==> config.mk <==
export PLATFORM = sky130hd
export DESIGN_NAME = temperature_fan_curve
export DESIGN_NICKNAME = d
export VERILOG_FILES = /design/src/tfc_pkg.sv /design/src/temperature_fan_curve.sv /design/src/tfc_ctrl.sv /design/src/tfc_dpath.sv
export SDC_FILE = /design/constraint.sdc
export NUM_CORES = 2
export LEC_CHECK = 0
export BUFFER_PORTS_ARGS = -buffer_cell sky130_fd_sc_hd__buf_2
export CAP_MARGIN = 30
export CORE_MARGIN = 4
export CORE_UTILIZATION = 50
export CTS_CLUSTER_DIAMETER = 40
export CTS_CLUSTER_SIZE = 12
export DETAILED_ROUTE_END_ITERATION = 7
export PLACE_DENSITY = 0.74
export SKIP_CTS_REPAIR_TIMING = 1
export SYNTH_ARGS = -nofsm -noshare
export SYNTH_HDL_FRONTEND = slang
export SYNTH_SLANG_ARGS = --single-unit
export TNS_END_PERCENT = 10
==> constraint.sdc <==
create_clock -name clk -period 15.63 [get_ports clk]
set_input_delay 1.563 -clock clk [delete_from_list [all_inputs] [get_ports clk]]
set_output_delay 1.563 -clock clk [all_outputs]
set_load 0.02 [all_outputs]
==> src/tfc_pkg.sv <==
// ----------------------------------------------------------------------------
// tfc_pkg
// Shared types and constants for the temperature fan curve block.
// ----------------------------------------------------------------------------
`timescale 1ns / 1ps
`default_nettype none

package tfc_pkg;

  // Field widths
  localparam int TEMP_W     = 18;
  localparam int DUTY_W     = 10;
  localparam int ERR_W      = 32;
  localparam int OFFSET_W   = 16;
  localparam int PCT_W      = 7;
  localparam int THR_W      = 16;
  localparam int PIDX_W     = 2;
  localparam int COUNT_W    = 3;
  localparam int CFG_DATA_W = 64;
  localparam int CFG_IDX_W  = 3;

  // Divider sizing: |t - lo| (16 bits) times |duty span| (10 bits)
  localparam int MAG_W      = 16;
  localparam int SPAN_W     = 10;
  localparam int PROD_W     = MAG_W + SPAN_W;
  localparam int DIV_STEPS  = PROD_W;
  localparam int STEP_W     = $clog2(DIV_STEPS);

  localparam logic signed [TEMP_W-1:0] VALID_FLOOR = -18'sd70000;
  localparam logic signed [TEMP_W-1:0] T_MAX       = 18'sd131071;
  localparam logic signed [TEMP_W-1:0] T_MIN       = -18'sd131072;

  localparam logic [DUTY_W-1:0] DUTY_RESET = 10'd900;
  localparam logic [DUTY_W-1:0] DUTY_MAX   = 10'd1000;
  localparam logic [PCT_W-1:0]  PCT_MAX    = 7'd100;

  // Register reset values
  localparam logic [PCT_W-1:0] LOW_PCT_RESET  = 7'd50;
  localparam logic [PCT_W-1:0] HIGH_PCT_RESET = 7'd90;
  localparam logic [THR_W-1:0] LOW_T_RESET    = 16'd25000;
  localparam logic [THR_W-1:0] HIGH_T_RESET   = 16'd35000;

  typedef enum logic [CFG_IDX_W-1:0] {
    REG_FORCE_MAX    = 3'd0,
    REG_LOW_DUTY     = 3'd1,
    REG_HIGH_DUTY    = 3'd2,
    REG_LOW_TEMP     = 3'd3,
    REG_HIGH_TEMP    = 3'd4,
    REG_PRIMARY      = 3'd5,
    REG_SENSOR_COUNT = 3'd6,
    REG_OFFSETS      = 3'd7
  } cfg_reg_e;

  typedef enum logic {
    ACT_READING = 1'b0,
    ACT_TICK    = 1'b1
  } action_e;

  typedef enum logic [1:0] {
    MODE_LINEAR = 2'd0,
    MODE_HIGH   = 2'd1,
    MODE_LOW    = 2'd2
  } duty_mode_e;

  // Controller to datapath
  typedef struct packed {
    logic latch;
    logic prep;
    logic div_step;
    logic commit;
  } tfc_cmd_t;

  // Datapath to controller
  typedef struct packed {
    logic is_tick;
  } tfc_status_t;

  // Percent to per-mille, percent values above 100 treated as 100
  function automatic logic [DUTY_W-1:0] pct_to_pm(input logic [PCT_W-1:0] p);
    logic [PCT_W-1:0] c;
    c = (p > PCT_MAX) ? PCT_MAX : p;
    return DUTY_W'(c) * DUTY_W'(10);
  endfunction

endpackage

`default_nettype wire

==> src/temperature_fan_curve.sv <==
// A sensor reading passes through accept, prepare and commit; a control tick
// also runs the bit-serial restoring divider between prepare and commit. No
// new transaction is accepted until the previous one has committed. Reset
// (rst, synchronous) restores every configuration register to its default,
// clears the sensor store and error count and sets the duty to 900
// per-mille.
// ----------------------------------------------------------------------------
// temperature_fan_curve
// Sensor collection and linear temperature to fan duty curve.
// ----------------------------------------------------------------------------
`timescale 1ns / 1ps
`default_nettype none

module temperature_fan_curve
  import tfc_pkg::*;
#(
  parameter int MAX_SENSORS = 4
) (
  input  wire logic                     clk,
  input  wire logic                     rst,
  // Configuration write port
  input  wire logic                     cfg_we,
  input  wire logic [CFG_IDX_W-1:0]     cfg_index,
  input  wire logic [CFG_DATA_W-1:0]    cfg_data,
  // Input channel
  input  wire logic                     in_valid,
  output logic                          in_ready,
  input  wire logic                     action,
  input  wire logic [PIDX_W-1:0]        sensor_index,
  input  wire logic signed [TEMP_W-1:0] reading_milli,
  input  wire logic                     read_ok,
  // Output channel
  output logic                          out_valid,
  input  wire logic                     out_ready,
  output logic [DUTY_W-1:0]             duty_permille,
  output logic                          duty_updated,
  output logic signed [TEMP_W-1:0]      primary_milli,
  output logic [ERR_W-1:0]              error_total
);

  // The controller walks each transaction through accept, prepare, divide
  // (ticks only) and commit. Commit waits only for the output register to be
  // free, so a finished result can sit there while the next transaction is
  // already being worked on.
  tfc_cmd_t    cmd;
  tfc_status_t status;

  tfc_ctrl u_ctrl (
    .clk       (clk),
    .rst       (rst),
    .in_valid  (in_valid),
    .in_ready  (in_ready),
    .out_valid (out_valid),
    .out_ready (out_ready),
    .status    (status),
    .cmd       (cmd)
  );

  // The datapath holds the registers, the per-sensor store, the saturating
  // error counter and the duty register. A tick clamps the primary
  // temperature, multiplies the clamped distance by the duty span and divides
  // by the threshold span bit-serially; the sign is applied afterwards so the
  // quotient truncates towards zero.
  tfc_dpath #(
    .MAX_SENSORS (MAX_SENSORS)
  ) u_dpath (
    .clk           (clk),
    .rst           (rst),
    .cfg_we        (cfg_we),
    .cfg_index     (cfg_index),
    .cfg_data      (cfg_data),
    .action        (action),
    .sensor_index  (sensor_index),
    .reading_milli (reading_milli),
    .read_ok       (read_ok),
    .cmd           (cmd),
    .status        (status),
    .duty_permille (duty_permille),
    .duty_updated  (duty_updated),
    .primary_milli (primary_milli),
    .error_total   (error_total)
  );

`ifndef NO_ASSERTIONS
  // One transaction in flight: an accepted item drops ready next cycle
  a_one_in_flight: assert property (@(posedge clk) disable iff (rst)
    (in_valid && in_ready) |=> !in_ready)
    else $error("input accepted while a transaction was in flight");

  // A commit never overwrites a result that is still waiting
  a_no_overwrite: assert property (@(posedge clk) disable iff (rst)
    cmd.commit |-> (!out_valid || out_ready))
    else $error("output register overwritten before transfer");

  // Duty stays within per-mille range
  a_duty_range: assert property (@(posedge clk) disable iff (rst)
    out_valid |-> (duty_permille <= DUTY_MAX))
    else $error("duty out of range");

  // A reading transaction reports no primary temperature
  a_reading_prim: assert property (@(posedge clk) disable iff (rst)
    (out_valid && !duty_updated) |-> (primary_milli == '0))
    else $error("primary temperature reported on a reading");
`endif

endmodule

`default_nettype wire

==> src/tfc_ctrl.sv <==
// ----------------------------------------------------------------------------
// tfc_ctrl
// Sequencer: accept, prepare, iterate the divider, commit to the output.
// ----------------------------------------------------------------------------
`timescale 1ns / 1ps
`default_nettype none

module tfc_ctrl
  import tfc_pkg::*;
(
  input  wire logic        clk,
  input  wire logic        rst,
  input  wire logic        in_valid,
  output logic             in_ready,
  output logic             out_valid,
  input  wire logic        out_ready,
  input  wire tfc_status_t status,
  output tfc_cmd_t         cmd
);

  typedef enum logic [3:0] {
    S_IDLE = 4'b0001,
    S_PREP = 4'b0010,
    S_DIV  = 4'b0100,
    S_FIN  = 4'b1000
  } state_t;

  state_t            state, state_next;
  logic [STEP_W-1:0] step, step_next;
  logic              out_valid_next;
  logic              slot_free;

  assign in_ready  = (state == S_IDLE);
  assign slot_free = !out_valid || out_ready;

  always_comb begin
    state_next     = state;
    step_next      = step;
    cmd            = '0;
    unique case (state)
      S_IDLE: begin
        if (in_valid) begin
          cmd.latch  = 1'b1;
          state_next = S_PREP;
        end
      end
      S_PREP: begin
        cmd.prep   = 1'b1;
        step_next  = '0;
        state_next = status.is_tick ? S_DIV : S_FIN;
      end
      S_DIV: begin
        cmd.div_step = 1'b1;
        step_next    = step + STEP_W'(1);
        if (step == STEP_W'(DIV_STEPS - 1)) begin
          state_next = S_FIN;
        end
      end
      S_FIN: begin
        if (slot_free) begin
          cmd.commit = 1'b1;
          state_next = S_IDLE;
        end
      end
      default: state_next = S_IDLE;
    endcase
  end

  always_comb begin
    if (cmd.commit) begin
      out_valid_next = 1'b1;
    end else if (out_ready) begin
      out_valid_next = 1'b0;
    end else begin
      out_valid_next = out_valid;
    end
  end

  always_ff @(posedge clk) begin
    if (rst) begin
      state     <= S_IDLE;
      step      <= '0;
      out_valid <= 1'b0;
    end else begin
      state     <= state_next;
      step      <= step_next;
      out_valid <= out_valid_next;
    end
  end

endmodule

`default_nettype wire

==> src/tfc_dpath.sv <==
// ----------------------------------------------------------------------------
// tfc_dpath
// Registers, sensor store, error counter, curve arithmetic and divider.
// ----------------------------------------------------------------------------
`timescale 1ns / 1ps
`default_nettype none

module tfc_dpath
  import tfc_pkg::*;
#(
  parameter int MAX_SENSORS = 4
) (
  input  wire logic                     clk,
  input  wire logic                     rst,
  input  wire logic                     cfg_we,
  input  wire logic [CFG_IDX_W-1:0]     cfg_index,
  input  wire logic [CFG_DATA_W-1:0]    cfg_data,
  input  wire logic                     action,
  input  wire logic [PIDX_W-1:0]        sensor_index,
  input  wire logic signed [TEMP_W-1:0] reading_milli,
  input  wire logic                     read_ok,
  input  wire tfc_cmd_t                 cmd,
  output tfc_status_t                   status,
  output logic [DUTY_W-1:0]             duty_permille,
  output logic                          duty_updated,
  output logic signed [TEMP_W-1:0]      primary_milli,
  output logic [ERR_W-1:0]              error_total
);

  localparam int IDX_W = (MAX_SENSORS > 1) ? $clog2(MAX_SENSORS) : 1;
  localparam logic [COUNT_W-1:0] MAX_CNT = COUNT_W'(MAX_SENSORS);

  // Configuration registers
  logic                  force_max;
  logic [PCT_W-1:0]      low_duty_pct, high_duty_pct;
  logic [THR_W-1:0]      low_temp_milli, high_temp_milli;
  logic [PIDX_W-1:0]     primary_index;
  logic [COUNT_W-1:0]    num_sensors;
  logic [CFG_DATA_W-1:0] offset_table;

  // State
  logic signed [TEMP_W-1:0] temp_store [MAX_SENSORS];
  logic [ERR_W-1:0]         err_cnt;
  logic [DUTY_W-1:0]        duty_reg;

  // Latched transaction
  logic                     act_r;
  logic [PIDX_W-1:0]        idx_r;
  logic signed [TEMP_W-1:0] reading_r;
  logic                     ok_r;

  // Prepared tick operands
  logic signed [TEMP_W-1:0] prim_r;
  logic [DUTY_W-1:0]        lo_pm_r, hi_pm_r;
  logic                     neg_r;
  duty_mode_e               mode_r;
  logic [MAG_W-1:0]         den_r;
  logic [PROD_W-1:0]        quo;
  logic [MAG_W-1:0]         rem;

  assign status.is_tick = (act_r == ACT_TICK);

  // Effective sensor count
  logic [COUNT_W-1:0] cnt;
  assign cnt = (num_sensors > MAX_CNT) ? MAX_CNT : num_sensors;

  always_ff @(posedge clk) begin
    if (rst) begin
      force_max       <= 1'b0;
      low_duty_pct    <= LOW_PCT_RESET;
      high_duty_pct   <= HIGH_PCT_RESET;
      low_temp_milli  <= LOW_T_RESET;
      high_temp_milli <= HIGH_T_RESET;
      primary_index   <= '0;
      num_sensors     <= '0;
      offset_table    <= '0;
    end else if (cfg_we) begin
      unique case (cfg_reg_e'(cfg_index))
        REG_FORCE_MAX:    force_max       <= cfg_data[0];
        REG_LOW_DUTY:     low_duty_pct    <= cfg_data[PCT_W-1:0];
        REG_HIGH_DUTY:    high_duty_pct   <= cfg_data[PCT_W-1:0];
        REG_LOW_TEMP:     low_temp_milli  <= cfg_data[THR_W-1:0];
        REG_HIGH_TEMP:    high_temp_milli <= cfg_data[THR_W-1:0];
        REG_PRIMARY:      primary_index   <= cfg_data[PIDX_W-1:0];
        REG_SENSOR_COUNT: num_sensors     <= cfg_data[COUNT_W-1:0];
        REG_OFFSETS:      offset_table    <= cfg_data;
        default: ;
      endcase
    end
  end

  always_ff @(posedge clk) begin
    if (cmd.latch) begin
      act_r     <= action;
      idx_r     <= sensor_index;
      reading_r <= reading_milli;
      ok_r      <= read_ok;
    end
  end

  // ---- Prepare: pick primary, clamp, form product and divisor ----
  logic [COUNT_W-1:0]       pidx_ext;
  logic [PIDX_W-1:0]        psel;
  logic signed [TEMP_W-1:0] prim;
  logic signed [TEMP_W:0]   lo_s, hi_s, t_s, dt;
  logic signed [THR_W:0]    den_s;
  logic [DUTY_W-1:0]        lo_pm, hi_pm;
  logic signed [DUTY_W:0]   span;
  logic [MAG_W-1:0]         dt_mag, den_mag;
  logic [SPAN_W-1:0]        span_mag;
  logic [PROD_W-1:0]        prod;
  duty_mode_e               mode;

  always_comb begin
    pidx_ext = COUNT_W'(primary_index);
    psel     = (pidx_ext < cnt) ? primary_index : '0;
    prim     = (cnt == '0) ? '0 : temp_store[psel[IDX_W-1:0]];
    lo_s     = $signed({3'b000, low_temp_milli});
    hi_s     = $signed({3'b000, high_temp_milli});
    t_s      = (TEMP_W + 1)'(prim);
    if (t_s < lo_s) begin
      t_s = lo_s;
    end else if (t_s > hi_s) begin
      t_s = hi_s;
    end
    dt       = t_s - lo_s;
    den_s    = $signed({1'b0, high_temp_milli}) - $signed({1'b0, low_temp_milli});
    lo_pm    = pct_to_pm(low_duty_pct);
    hi_pm    = pct_to_pm(high_duty_pct);
    span     = $signed({1'b0, hi_pm}) - $signed({1'b0, lo_pm});
    dt_mag   = dt[TEMP_W] ? MAG_W'(-dt) : MAG_W'(dt);
    den_mag  = den_s[THR_W] ? MAG_W'(-den_s) : MAG_W'(den_s);
    span_mag = span[DUTY_W] ? SPAN_W'(-span) : SPAN_W'(span);
    prod     = PROD_W'(dt_mag) * PROD_W'(span_mag);
    if (cnt == '0 || force_max) begin
      mode = MODE_HIGH;
    end else if (high_temp_milli == low_temp_milli) begin
      mode = MODE_LOW;
    end else begin
      mode = MODE_LINEAR;
    end
  end

  // ---- Restoring divider step ----
  logic [MAG_W:0]   shifted;
  logic [MAG_W+1:0] trial;

  always_comb begin
    shifted = {rem, quo[PROD_W-1]};
    trial   = {1'b0, shifted} - {2'b00, den_r};
  end

  always_ff @(posedge clk) begin
    if (cmd.prep) begin
      prim_r  <= prim;
      lo_pm_r <= lo_pm;
      hi_pm_r <= hi_pm;
      neg_r   <= dt[TEMP_W] ^ span[DUTY_W] ^ den_s[THR_W];
      mode_r  <= mode;
      den_r   <= den_mag;
      quo     <= prod;
      rem     <= '0;
    end else if (cmd.div_step) begin
      if (!trial[MAG_W+1]) begin
        rem <= trial[MAG_W-1:0];
        quo <= {quo[PROD_W-2:0], 1'b1};
      end else begin
        rem <= shifted[MAG_W-1:0];
        quo <= {quo[PROD_W-2:0], 1'b0};
      end
    end
  end

  // ---- Commit ----
  localparam int SUM_W = PROD_W + 2;
  logic signed [SUM_W-1:0]  lin;
  logic [DUTY_W-1:0]        duty_new, duty_next;
  logic [COUNT_W-1:0]       idx_ext;
  logic                     in_range, good;
  logic signed [OFFSET_W-1:0] off;
  logic signed [TEMP_W:0]   vsum;
  logic signed [TEMP_W-1:0] vsat;
  logic [ERR_W-1:0]         err_next;
  logic                     store_we;

  always_comb begin
    lin = neg_r ? $signed(SUM_W'(lo_pm_r)) - $signed(SUM_W'(quo))
                : $signed(SUM_W'(lo_pm_r)) + $signed(SUM_W'(quo));
    unique case (mode_r)
      MODE_HIGH: duty_new = hi_pm_r;
      MODE_LOW:  duty_new = lo_pm_r;
      default: begin
        if (lin < 0) begin
          duty_new = '0;
        end else if (lin > $signed(SUM_W'(DUTY_MAX))) begin
          duty_new = DUTY_MAX;
        end else begin
          duty_new = lin[DUTY_W-1:0];
        end
      end
    endcase

    idx_ext  = COUNT_W'(idx_r);
    in_range = (idx_ext < cnt);
    good     = ok_r && (reading_r > VALID_FLOOR);
    off      = $signed(offset_table[{idx_r, 4'b0000} +: OFFSET_W]);
    vsum     = (TEMP_W + 1)'(reading_r) + (TEMP_W + 1)'(off);
    if (vsum > (TEMP_W + 1)'(T_MAX)) begin
      vsat = T_MAX;
    end else if (vsum < (TEMP_W + 1)'(T_MIN)) begin
      vsat = T_MIN;
    end else begin
      vsat = vsum[TEMP_W-1:0];
    end

    store_we  = 1'b0;
    err_next  = err_cnt;
    duty_next = duty_reg;
    if (act_r == ACT_TICK) begin
      duty_next = duty_new;
    end else if (in_range) begin
      if (good) begin
        store_we = 1'b1;
      end else if (err_cnt != '1) begin
        err_next = err_cnt + ERR_W'(1);
      end
    end
  end

  always_ff @(posedge clk) begin
    if (rst) begin
      for (int i = 0; i < MAX_SENSORS; i++) begin
        temp_store[i] <= '0;
      end
      err_cnt  <= '0;
      duty_reg <= DUTY_RESET;
    end else if (cmd.commit) begin
      if (store_we) begin
        temp_store[idx_r[IDX_W-1:0]] <= vsat;
      end
      err_cnt  <= err_next;
      duty_reg <= duty_next;
    end
  end

  // Output register
  always_ff @(posedge clk) begin
    if (cmd.commit) begin
      duty_permille <= duty_next;
      duty_updated  <= act_r;
      primary_milli <= (act_r == ACT_TICK) ? prim_r : '0;
      error_total   <= err_next;
    end
  end

endmodule

`default_nettype wire
# Word level (Yosys, flattened, before mapping)
# Memories as Yosys holds them, arrays and structs flattened.
# Index checks and enable logic that the tools add are counted.
dict set report classes {
  n_addsub 12
  mul 3
  n_div 0
  n_lt_le_gt_ge 12
  n_eq_ne 19
  n_shift 1
  muxes 52
  n_bitwise 2
  n_reduce_logical 19
}
# operator n
set op_table {}
lappend op_table {{2-to-1 mux 32 bit} 4}
lappend op_table {{2-to-1 mux 18 bit} 4}
lappend op_table {{variable part select 64 x 7 -> 16 bit} 1}
lappend op_table {{2-to-1 mux 26 bit} 2}
lappend op_table {{2-to-1 mux 16 bit} 3}
lappend op_table {{2-to-1 mux 10 bit} 4}
lappend op_table {{2-to-1 mux 19 bit} 2}
lappend op_table {{adder 32 x 1 -> 32 bit, second input constant} 1}
lappend op_table {{!= test 32 bit, second input constant} 1}
lappend op_table {{negator 16 bit} 2}
lappend op_table {{greater-than comparator 28 x 11 -> 1 bit, second input constant} 1}
lappend op_table {{less-than comparator 28 x 1 -> 1 bit, second input constant} 1}
lappend op_table {{2-to-1 mux 28 bit} 1}
lappend op_table {{adder 10 x 26 -> 27 bit} 1}
lappend op_table {{subtractor 10 x 26 -> 27 bit} 1}
lappend op_table {{multiplier 16 x 10 -> 26 bit} 1}
lappend op_table {{case mux 10 bit (2 select lines)} 1}
lappend op_table {{adder 18 x 16 -> 19 bit} 1}
lappend op_table {{greater-than comparator 19 x 18 -> 1 bit, second input constant} 1}
lappend op_table {{less-than comparator 19 x 18 -> 1 bit, second input constant} 1}
lappend op_table {{2-to-1 mux 1 bit} 19}
lappend op_table {{subtractor 19 x 17 -> 19 bit} 1}
lappend op_table {{greater-than comparator 18 x 17 -> 1 bit} 1}
lappend op_table {{greater-than comparator 18 bit, second input constant} 1}
lappend op_table {{38 further kinds} 64}
dict set report totals {
  ff_bits 348
  latchBits 0
  ram_bits 72
  mem_bits_ro 0
  input_bits 94
  output_inout_bits 63
  wordCells 150
  memories 1
}
# memory words word_bits rd rd_clocked_by_memory_dff wr line_no
set memory_table {}
lappend memory_table {u_dpath.temp_store 4 18 1 0 4 tfc_dpath.sv:42} ;# logic signed [TEMP_W-1:0] temp_store [MAX_SENSORS];

# Depth between registers and ports, before layout
# An unclocked memory read counts as a cell.
dict set report depth {
  ltp_word 14
  ltp_mapped 57
  depth_no_buf 52
}

# Cells and area by module
# A second synthesis with hierarchy kept.
dict set report hier_totals {
  hier_cells 3082
  hier_area_um2 29368.2
}
# mod n_inst cells_per_inst area_each_um2 seq_area_each_um2
set modules_own_cells {}
lappend modules_own_cells {tfc_dpath 1 3020 28850.2 10570.1}
lappend modules_own_cells {tfc_ctrl 1 62 518.0 200.2}

# Least setup slack after synthesis
# Ideal clock, no wire load.
dict set report synth_path {
  path_kind {reg2reg}
  start {register u_dpath.num_sensors[2]}
  end {register u_dpath.quo[24], data pin}
  setup_ns 0.260
  t_arrival_ns 11.839
  required_ns 15.370
  slack_ns 3.532
  stages_incl_launch_ff 58
  path_buffers 6
  synth_period_minus_slack_ns 12.098
  cell_sequence {dfxtp_1 > clkbuf_1 > nand2b_1 > ha_1 > nor2_1 > o21a_1 > buf_2 > clkbuf_1 > a221oi_1 > a211oi_1 > ha_1 > a21o_1 > a21o_1 > a21oi_1 > o211ai_1 > a221o_1 > a21oi_1 > a31oi_1 > [22 not listed] > ha_1 > inv_1 > fa_1 > inv_1 > ha_1 > ha_1 > inv_1 > fa_1 > nor2b_1 > o21a_1 > o21ai_0 > a21oi_1 > a311oi_1 > o31ai_1 > nor4_1 > o41ai_1 > xor2_1 > mux2_2}
}
dict set report synth_between {
  elab_chain_len 14
  word_cells_on_any_way 16
  classes_between {2 x add/sub; 1 x mul; 4 x order compare; 7 x mux; 1 x reduce/logical; 1 x memory}
}
# element line_no
set synth_lines {}
lappend synth_lines {{start: declaration} tfc_dpath.sv:38} ;# logic [COUNT_W-1:0] num_sensors;
lappend synth_lines {{start signal: assignment} tfc_dpath.sv:85} ;# REG_SENSOR_COUNT: num_sensors <= cfg_data[COUNT_W-1:0];
lappend synth_lines {{greater-than comparator 3 bit} tfc_dpath.sv:65} ;# assign cnt = (num_sensors > MAX_CNT) ? MAX_CNT : num_sensors;
lappend synth_lines {{2-to-1 mux 3 bit *} tfc_dpath.sv:65}
lappend synth_lines {{less-than comparator 2 x 3 -> 1 bit} tfc_dpath.sv:116} ;# psel = (pidx_ext < cnt) ? primary_index : '0;
lappend synth_lines {{2-to-1 mux 2 bit} tfc_dpath.sv:116}
lappend synth_lines {{memory read (4 x 18 bit)} n/a}
lappend synth_lines {{2-to-1 mux 18 bit *} tfc_dpath.sv:117} ;# prim = (cnt == '0) ? '0 : temp_store[psel[IDX_W-1:0]];
lappend synth_lines {{named net u_dpath.prim[3]} tfc_dpath.sv:104} ;# logic signed [TEMP_W-1:0] prim;
lappend synth_lines {{greater-than comparator 18 x 17 -> 1 bit} tfc_dpath.sv:123} ;# end else if (t_s > hi_s) begin
lappend synth_lines {{2-to-1 mux 19 bit} tfc_dpath.sv:123}
lappend synth_lines {{2-to-1 mux 19 bit *} tfc_dpath.sv:121} ;# if (t_s < lo_s) begin
lappend synth_lines {{subtractor 19 x 17 -> 19 bit *} tfc_dpath.sv:126} ;# dt = t_s - lo_s;
lappend synth_lines {{negator 16 bit} tfc_dpath.sv:131} ;# dt_mag = dt[TEMP_W] ? MAG_W'(-dt) : MAG_W'(dt);
lappend synth_lines {{2-to-1 mux 16 bit *} tfc_dpath.sv:131}
lappend synth_lines {{multiplier 16 x 10 -> 26 bit *} tfc_dpath.sv:134} ;# prod = PROD_W'(dt_mag) * PROD_W'(span_mag);
lappend synth_lines {{2-to-1 mux 26 bit *} tfc_dpath.sv:154} ;# if (cmd.prep) begin
lappend synth_lines {{end signal: assignment} tfc_dpath.sv:161} ;# quo <= prod;
lappend synth_lines {{end signal: assignment} tfc_dpath.sv:166} ;# quo <= {quo[PROD_W-2:0], 1'b1};
lappend synth_lines {{end signal: assignment} tfc_dpath.sv:169} ;# quo <= {quo[PROD_W-2:0], 1'b0};
lappend synth_lines {{end: declaration} tfc_dpath.sv:58} ;# logic [PROD_W-1:0] quo;
# The timed path passes the listed nets; every way through them passes the cells marked *.
# A chain may end at the register's enable or synchronous reset.

# Worst setup path in the final report
# Same ends and word-level chain as after synthesis.

==> flow_metrics.env <==
export IMPL_status="completed"
export IMPL_firstDrtPassIters=6
export IMPL_regMostFlops="u_dpath.temp_store"
export IMPL_setup_ws_ps=1610
export IMPL_relSlewSlack=0.249
export IMPL_cpMostUsedCell="ha_1"
export IMPL_cts_made_buffers=61
export IMPL_timing_rr_end="u_dpath.quo[24]"
export IMPL_avgRoutedWirePerCell_um=18.0
export IMPL_drv_slew=0
export IMPL_drive_gt1_frac=0.124
export IMPL_cp_max_fo=19
export IMPL_dieArea_um2=62700
export IMPL_rsz0062_at_grt="no"
export IMPL_num_rows=88
export IMPL_switching_power_mw=3.64
export IMPL_core_area_um2=57900
export IMPL_vias=23210
export IMPL_startpoint="u_dpath.num_sensors[2]"
export IMPL_cts_sinks=420
export IMPL_cap_viol_max_count=0
export IMPL_worst_pin_slew_ps=1120
export IMPL_arrival_ps=14380
export IMPL_crit_reg2reg_launch="u_dpath.num_sensors[2]"
export IMPL_clock_skew_ps=29.7
export IMPL_synth_edf_count=236
export IMPL_synth_avg_cell_area_um2=9.48
export IMPL_ioPinCount=157
export IMPL_clk_pin_slew_ps=50
export IMPL_largest_register_ffs=72
export IMPL_setup_viol=0
export IMPL_min_period_ps=14020
export IMPL_top_layer_used="met5"
export IMPL_utilization=0.572
export IMPL_regArea_um2=10800
export IMPL_clk_latency_ps=610
export IMPL_ys_async_sr_fraction=0
export IMPL_critPathKind="reg -> reg"
export IMPL_grtUsageTotal=0.225
export IMPL_synth_fp_nets=3518
export IMPL_p_int_mw=4.57
export IMPL_overflow=0
export IMPL_wl_met2_um=33500
export IMPL_wl_um=72500
export IMPL_hold_viol_final=0
export IMPL_fin_crit_sh=0.897
export IMPL_end_kind="flip-flop"
export IMPL_cp_depth=53
export IMPL_port_buffers=156
export IMPL_avgViaCountPerCell=5.75
export IMPL_dpl_worst_slack_ps=1860
export IMPL_dpl_hpwl_um=53200
export IMPL_max_vdd_ir_drop_uv=668
export IMPL_die_h_um=250
export IMPL_hp_class="reg -> reg"
export IMPL_pwr_share_comb=0.659
export IMPL_cts_tree="built"
export IMPL_grt_pass1_vias=22564
export IMPL_synthFlopType="edfxtp_1"
export IMPL_clock_fmax_mhz=71.3
export IMPL_seq_power_share=0.162
export IMPL_clock_path_buffers=3
export IMPL_drtAntennaViolNets=0
export IMPL_hold_depth=2
export IMPL_met1_length_um=32500
export IMPL_p_leak_nw=13.5
export IMPL_fillers=4994
export IMPL_p_sw_frac=0.443
export IMPL_start_util=0.507
export IMPL_route_met3_wl_um=4200
export IMPL_drc_errors=0
export IMPL_cpPeakStageDelay_ps=820
export IMPL_yosysSeqAreaShare=0.367
export IMPL_synth_distinct_cells=102
export IMPL_synth_seq_cells=420
export IMPL_r2r_setup_slack_ps=1610
export IMPL_finalSetupTns_ps=0
export IMPL_r2r_cells=53
export IMPL_antenna_found_initial=4
export IMPL_cp_top_family="compound AO/OA/AOI/OAI gates"
export IMPL_top_regs="u_dpath.temp_store x72, u_dpath.offset_table x64"
export IMPL_crit_buf_inv=6
export IMPL_grt_max_degree=80
export IMPL_clock_root_buffer="clkbuf_16"
export IMPL_nNetsFinal=3639
export IMPL_powerDensity_nw_per_um2=248
export IMPL_grt_pass1_wl_um=118000
export IMPL_start_kind="flip-flop"
export IMPL_crit_slowest_cell="o21bai_2"
export IMPL_synthToLayoutAreaGrowth_pct=12.7
export IMPL_p_clk_frac=0.179
export IMPL_required_ps=15990
export IMPL_crit_end="u_dpath.quo[24]"
export IMPL_gp_congestion=0.937
export IMPL_yosysWarnings=0
export IMPL_htree_levels=2
export IMPL_syn_inst=3098
export IMPL_synthesis_area_um2=29400
export IMPL_multi_input_area_um2=17300
export IMPL_fp_dieW_um=250
export IMPL_drt_initial_drc_count=1727
-- synth_stat cells, types with 45 or more instances --
library cell	instances	area, um2
nand3_1	45	225
inv_1	210	788
nor2_1	272	1020
a21oi_1	196	981
nor3_1	62	310
mux2i_1	85	851
ha_1	218	2730
xor2_1	63	552
edfxtp_1	236	7090
fa_1	108	2160
xnor2_1	117	1020
clkbuf_1	104	390
nand2b_1	68	425
dfxtp_1	184	3680
nand2_1	311	1170
o21ai_0	169	846
-- per-layer routing --
metal	global-route usage	up-vias
met5	0	-
met4	0.0742	4
met3	0.0310	143
met2	0.364	717
met1	0.315	11108
li1	-	11238
-- power by group through the flow --
stage	Combinational [mW]	Clock [mW]	Sequential, mW
6_report	5.41	1.47	1.33
5_1_grt	6.33	1.54	1.34
4_1_cts	5.44	1.48	1.33
3_5_place_dp	5.34	0	1.35
3_3_place_gp	5.29	0	1.35
2_1_floorplan	4.30	0	1.33
-- cells by family after synthesis --
| kind of cell | Yosys count | share of synthesized area |
|---|---|---|
| xor gates and xnor gates | 182 | 0.0548 |
| DFF | 420 | 0.367 |
| adders and majority gates | 326 | 0.166 |
| AOI/OAI and AO/OA | 690 | 0.155 |
| and+or+nand+nor | 1024 | 0.167 |
| muxes | 107 | 0.0435 |
| buffers and inverters | 349 | 0.0470 |
-- through the flow --
stage / instance area, um2 / hold slack, ps / total power [mW] / instances
after global routing: 33100 / 471 / 9.20 / 4038
after detailed placement: 30900 / 444 / 6.69 / 3920
after CTS: 33100 / 452 / 8.25 / 4035
after global placement: 30800 / 440 / 6.63 / 3917
after floorplan: 29400 / 433 / 5.63 / 3098
final: 33100 / 452 / 8.20 / 4038
-- worst min-delay path by stage --
stage / to / slack [ps] / start
3_3_place_gp: u_dpath.offset_table[27] / 440 / u_dpath.offset_table[27]
5_1_grt: u_dpath.offset_table[2] / 470 / u_dpath.offset_table[2]
2_1_floorplan: u_dpath.offset_table[32] / 430 / u_dpath.offset_table[32]
6_report: u_dpath.low_temp_milli[2] / 450 / u_dpath.low_temp_milli[2]
3_5_place_dp: u_dpath.offset_table[40] / 440 / u_dpath.offset_table[40]
4_1_cts: u_dpath.offset_table[40] / 450 / u_dpath.offset_table[40]
-- tightest hold or removal path: cells and delay by family, from the launching register on --
family	cells	cell delay [ps]
AND/OR/NAND/NOR	1	50
flip-flops	1	300
AO/OA/AOI/OAI	1	50
-- final cells by class --
cell class	count	area share
Sequential cell	420	0.325
Tap cell	765	0.0289
Multi-Input combinational cell	2329	0.521
Timing Repair Buffer	194	0.0332
Clock buffer	71	0.0485
Antenna cell	2	0.000151
Inverter	213	0.0242
Clock inverter	44	0.0184
-- placed cells by master, fill, tap and decap left out, types with 19 or more instances in the layout --
cell type / count
a211oi_1: 33
a21o_1: 38
a21oi_1: 196
a221oi_1: 20
a31oi_1: 26
and2_1: 42
and3_1: 19
buf_2: 155
buf_4: 36
clkbuf_16: 61
dfxtp_1: 184
edfxtp_1: 236
fa_1: 108
ha_1: 218
inv_1: 210
mux2i_1: 85
nand2_1: 311
nand2b_1: 68
nand3_1: 45
nand4_1: 27
nor2_1: 271
nor2b_1: 39
nor3_1: 61
nor4_1: 22
o21a_1: 19
o21ai_0: 168
or2_2: 38
or3_1: 22
xnor2_1: 115
xor2_1: 63
Note: power is estimated with default switching activity, not from simulation.
